File: src/design/r5dbr_pkg.sv
// ----------------------------------------------------------------------------
// r5dbr_pkg
// Shared constants, register indexes, sequencer states and divider bundles.
// ----------------------------------------------------------------------------
package r5dbr_pkg;

	// default geometry of the disk store
	localparam int MAX_DISKS_DEF      = 16;
	localparam int WORDS_PER_DISK_DEF = 4096;

	// shared divider width: covers stripe width (13 x 5 bits) and 16-bit blocks
	localparam int DIV_W = 18;

	// configuration port
	localparam int CFG_IDX_W  = 4;
	localparam int CFG_DATA_W = 16;

	localparam logic [CFG_IDX_W-1:0] REG_NUM_DISKS     = 4'd0;
	localparam logic [CFG_IDX_W-1:0] REG_STRIPE_BLOCKS = 4'd1;
	localparam logic [CFG_IDX_W-1:0] REG_DISK_WORDS    = 4'd2;
	localparam logic [CFG_IDX_W-1:0] REG_PRESENT_MASK  = 4'd3;

	localparam logic [4:0]  NUM_DISKS_RST     = 5'd3;
	localparam logic [12:0] STRIPE_BLOCKS_RST = 13'd1;
	localparam logic [12:0] DISK_WORDS_RST    = 13'd4096;
	localparam logic [15:0] PRESENT_MASK_RST  = 16'hFFFF;

	// query sequencer
	typedef enum logic [3:0] {
		ST_IDLE,
		ST_SETUP,
		ST_GATE,
		ST_STRIPE,
		ST_COLUMN,
		ST_ROTATE,
		ST_SUB,
		ST_DISK,
		ST_OFFSET,
		ST_PLAN,
		ST_WALK,
		ST_DRAIN
	} seq_state_t;

	// divider request / response
	typedef struct packed {
		logic             start;
		logic [DIV_W-1:0] dividend;
		logic [DIV_W-1:0] divisor;
	} div_req_t;

	typedef struct packed {
		logic             done;
		logic [DIV_W-1:0] quot;
		logic [DIV_W-1:0] rem;
	} div_rsp_t;

endpackage

File: src/design/r5dbr_div.sv
// ----------------------------------------------------------------------------
// r5dbr_div
// Shared restoring divider, one quotient bit per cycle, DIV_W steps.
// ----------------------------------------------------------------------------
module r5dbr_div (
	input  logic                clk,
	input  logic                arst_n,
	input  r5dbr_pkg::div_req_t req,
	output r5dbr_pkg::div_rsp_t rsp
);

	localparam int W     = r5dbr_pkg::DIV_W;
	localparam int CNT_W = $clog2(W + 1);

	logic             run_q;
	logic             done_q;
	logic [CNT_W-1:0] cnt_q;
	logic [W-1:0]     quot_q;
	logic [W-1:0]     rem_q;
	logic [W-1:0]     divisor_q;
	logic [W:0]       shifted;
	logic [W:0]       diff;
	logic             fits;

	// one restoring step
	assign shifted = {rem_q, quot_q[W-1]};
	assign fits    = shifted >= {1'b0, divisor_q};
	assign diff    = shifted - {1'b0, divisor_q};

	// step counter and done pulse
	always_ff @(posedge clk or negedge arst_n) begin
		if (!arst_n) begin
			run_q  <= 1'b0;
			done_q <= 1'b0;
			cnt_q  <= '0;
		end else begin
			done_q <= 1'b0;
			if (req.start) begin
				run_q <= 1'b1;
				cnt_q <= '0;
			end else if (run_q) begin
				cnt_q <= cnt_q + CNT_W'(1);
				if (cnt_q == CNT_W'(W - 1)) begin
					run_q  <= 1'b0;
					done_q <= 1'b1;
				end
			end
		end
	end

	// quotient shifts in from the dividend, remainder builds up
	always_ff @(posedge clk) begin
		if (req.start) begin
			quot_q    <= req.dividend;
			rem_q     <= '0;
			divisor_q <= req.divisor;
		end else if (run_q) begin
			quot_q <= {quot_q[W-2:0], fits};
			rem_q  <= fits ? diff[W-1:0] : shifted[W-1:0];
		end
	end

	assign rsp.done = done_q;
	assign rsp.quot = quot_q;
	assign rsp.rem  = rem_q;

endmodule

File: config.mk
export PLATFORM = sky130hd
export DESIGN_NAME = r5dbr_div
export DESIGN_NICKNAME = d
export VERILOG_FILES = /design/src/design/r5dbr_pkg.sv /design/src/design/r5dbr_div.sv
export SDC_FILE = /design/constraint.sdc
export NUM_CORES = 1
export LEC_CHECK = 0
export ABC_AREA = 1
export ABC_CLOCK_PERIOD_IN_PS = 2500
export BUFFER_PORTS_ARGS = -buffer_cell sky130_fd_sc_hd__buf_2
export CAP_MARGIN = 20
export CORE_MARGIN = 2
export CORE_UTILIZATION = 45
export CTS_CLUSTER_DIAMETER = 80
export DETAILED_ROUTE_END_ITERATION = 6
export MAX_ROUTING_LAYER = met4
export PLACE_DENSITY = 0.69
export SYNTH_ARGS = -nofsm -noshare
export SYNTH_HDL_FRONTEND = slang
export SYNTH_SLANG_ARGS = --single-unit
File: constraint.sdc
create_clock -name clk -period 2.5 [get_ports clk]
set_input_delay 0.125 -clock clk [delete_from_list [all_inputs] [get_ports clk]]
set_output_delay 0.125 -clock clk [all_outputs]
set_load 0.05 [all_outputs]
==> results.py <==
metrics = {
    "outcome": {
        "status": "finished clean",
    },
    "critical_path": {
        "r2r_cells": 15,
        "crit_slowest_cell": "edfxtp_1",
        "r2r_setup_slack_ns": 0.31,
        "reg2reg_from": "quot_q[17]",
        "worstPathRequired_ns": 2.74,
        "crit_cells": 15,
        "cp_common_cell": "nand2_1",
        "crit_path_start_kind": "flop",
        "critPathArrivalTime_ns": 2.43,
        "worstPathCellList": "inv_1, ha_1, inv_1, fa_1, inv_1, nor2_1, nor2_1, o21bai_1, nand2_1, nand2_1, nand2_1, nand2_1, nand2_1, nand3_1, nand2_1",
        "setup.worst_path.class": "flop to flop",
        "cp-end-kind": "flop",
        "r2r_end": "rem_q[14]",
        "crit_buf_inv": 3,
        "slowest_delay_ns": 0.36,
        "critPathTopFamily": "simple AND/OR/NAND/NOR gates",
        "path_max_fanout": 3,
    },
    "hold_path": {
        "hp-start": "req[28]",
        "whs_path_depth": 3,
        "worstHoldEndpoint": "quot_q[10]",
        "hold_path.class": "input port to flop",
    },
    "routing": {
        "vias_per_cell": 4.82,
        "wl_met2_microns": 4020,
        "drc_errors": 0,
        "wl_met3_microns": 467,
        "drtAntennaViolNets": 0,
        "wirelength_microns": 8570,
        "drt-met1-wl_microns": 3950,
        "vias": 3377,
        "wire_per_inst_microns": 12.2,
        "dr.pass1.iters": 5,
        "routed.top_layer": "met4",
        "drtIter0Drc": 152,
    },
    "placed_design": {
        "gp_congestion": 0.877,
        "dp_hpwl_microns": 6250,
        "dpl_cell_area_sq_um": 4180,
        "placed_cells": 665,
        "portBuffers": 75,
    },
    "timing": {
        "slew_viol_final": 0,
        "post-route-min-period_ns": 2.19,
        "setup_violations": 0,
        "hold_viol_final": 0,
        "tns_ns": 0,
        "max_freq_mhz": 457,
        "tightest_slew_ns": 0.866,
        "fin_crit_sh": 0.875,
        "slew_headroom": 0.421,
        "rsz0062_at_grt": "no",
        "fin_worst_skew_ns": 0.0127,
    },
    "clock_tree": {
        "numCtsBuffers": 9,
        "worstSkewPairLatency_ns": 0.35,
        "cts_setup_buffers": 0,
        "cts-resized-gates": 0,
        "cts.htree.levels": 3,
        "cts_buffer_depth": 2,
        "numClockSinks": 61,
        "clk_pin_slew_ns": 0.08,
        "cts_root_buffer": "clkbuf_8",
        "cts_tree": "yes",
    },
    "synth": {
        "synth_top_area_cell": "edfxtp_1",
        "yosysWarnings": 0,
        "syn-cell-area_sq_um": 3740,
        "synth_most_common_cell": "nand2_1",
        "synth_nets": 555,
        "synth_fa_ha_area_frac": 0.0722,
        "synthSimpleGateAreaFrac": 0.330,
        "synth_top_family_by_area": "simple AND/OR/NAND/NOR gates",
        "synthFlopType": "edfxtp_1",
        "async_flop_share": 0.115,
        "yosysSeqAreaShare": 0.432,
        "synthCells": 495,
        "yosysUniqueCellTypes": 37,
        "avgSynthCellArea_sq_um": 7.57,
        "synthTopCellsByArea": "edfxtp_1, nand2_1, dfxtp_1",
        "synth-edff-count": 36,
        "synthMuxAreaShare": 0,
        "synth_xor_area_frac": 0.0164,
        "synthTopCellsByCount": "nand2_1, inv_1, edfxtp_1, nand3_1, nor2_1",
        "synth_top_area_frac": 0.289,
        "yosys_register_bits": 61,
        "synth_compound_area_frac": 0.0464,
    },
    "grt": {
        "grt_pass1_wl_microns": 14300,
        "overflow": 0,
        "grt_use_total": 0.209,
        "antenna_found_initial": 0,
        "grt_max_degree": 29,
        "grt_pass1_vias": 3287,
    },
    "finish": {
        "final_util": 0.559,
        "nFillCells": 765,
        "area_growth_pct": 21.3,
        "antenna_cells": 0,
        "design_area_sq_um": 4540,
        "fin_cells": 700,
        "multi_input_area_sq_um": 1740,
        "drive_gt1_frac": 0.183,
        "layout.area.seq_sq_um": 1620,
        "nNetsFinal": 650,
    },
    "die": {
        "start_util": 0.460,
        "die_y_microns": 95.2,
        "io_pins": 76,
        "coreArea_sq_um": 8130,
        "die-area_sq_um": 9070,
        "rows": 33,
        "die_w_microns": 95.2,
    },
    "power_and_ir_drop": {
        "power.leakage_nw": 2.42,
        "peakVddDrop_mv": 0.370,
        "cellPowerDensity_nw_per_um2": 1110,
    },
    "job": {
        "drv_cap": 0,
    },
}
## worst max path at each step
stage	to	from
finish	rem_q[14]	quot_q[17]
global route	rem_q[10]	quot_q[17]
CTS	rem_q[14]	quot_q[17]
detailed placement	rem_q[14]	quot_q[17]
global placement	rem_q[14]	quot_q[17]
floorplan	rem_q[14]	quot_q[17]
## cell type report
| type | instances | share of cell area |
|---|---|---|
| multi-input cells | 343 | 0.383 |
| flip-flops and latches | 61 | 0.356 |
| repair buffers | 97 | 0.129 |
| inverters | 78 | 0.0644 |
| well taps | 105 | 0.0289 |
| clock buffers | 9 | 0.0273 |
| clock inverters | 7 | 0.0113 |
## power by group
part	switching (W)	leakage (nW)	internal, W
clock network	0.000429	0.0856	0.000362
logic	0.00191	1.72	0.000920
registers	0.000150	0.613	0.00127
total	0.00249	2.42	0.00255
## metrics by stage
step / total power [W] / hold WS (ns) / setup WS [ns]
3_5_place_dp: 0.00425 / -0.0348 / 0.369
5_1_grt: 0.00547 / 0.0449 / 0.117
3_3_place_gp: 0.00420 / -0.0374 / 0.372
6_report: 0.00505 / 0.0414 / 0.314
4_1_cts: 0.00507 / 0.0254 / 0.339
2_1_floorplan: 0.00374 / -0.171 / 0.360
## registers in the layout, indices dropped and copies added (netlist names)
signal,count
rem_q,18
done_q,1
quot_q,18
divisor_q,18
cnt_q,5
run_q,1
## metal layers
| metal | vias up | GRT usage |
|---|---|---|
| met5 | - | - |
| met4 | 0 | 0.101 |
| met3 | 10 | 0.0474 |
| met2 | 101 | 0.335 |
| met1 | 1518 | 0.247 |
| li1 | 1748 | - |
## worst reg2reg max path, stage by stage (launching register included)
cell	delay [ns]
edfxtp_1	0.36
inv_1	0.06
ha_1	0.19
inv_1	0.11
fa_1	0.23
inv_1	0.05
nor2_1	0.14
nor2_1	0.09
o21bai_1	0.34
nand2_1	0.16
nand2_1	0.10
nand2_1	0.05
nand2_1	0.05
nand2_1	0.04
nand3_1	0.07
nand2_1	0.06
## what timing repair did
action | CTS | global route
hold endpoints to repair | 25 | 0
endpoints found under the setup margin | 0 | 0
hold buffers | 19 | 0
## kinds of logic after synthesis
logic type / after synthesis
xor gates and xnor gates: 7
and+or+nand+nor: 282
DFF: 61
adders and majority gates: 21
AOI/OAI and AO/OA: 33
buffers and inverters: 91
## cells in the final DEF, fill, tap and decap left out, types with 3 or more instances in the layout
cell and n:
nand2_1 188, inv_1 76, buf_2 75, edfxtp_1 36, nand3_1 34, nor2_1 28, ha_1 20, dlygate4sd3_1 19
dfxtp_1 18, a21oi_1 14, o21ai_0 12, nand3b_1 12, clkbuf_8 9, dfrtp_1 7, xnor2_1 6, nor3_1 4
nand2_2 3, o21ai_1 3, nand3_2 3, buf_4 3
No activity file was read; power rests on OpenSTA's default activity.
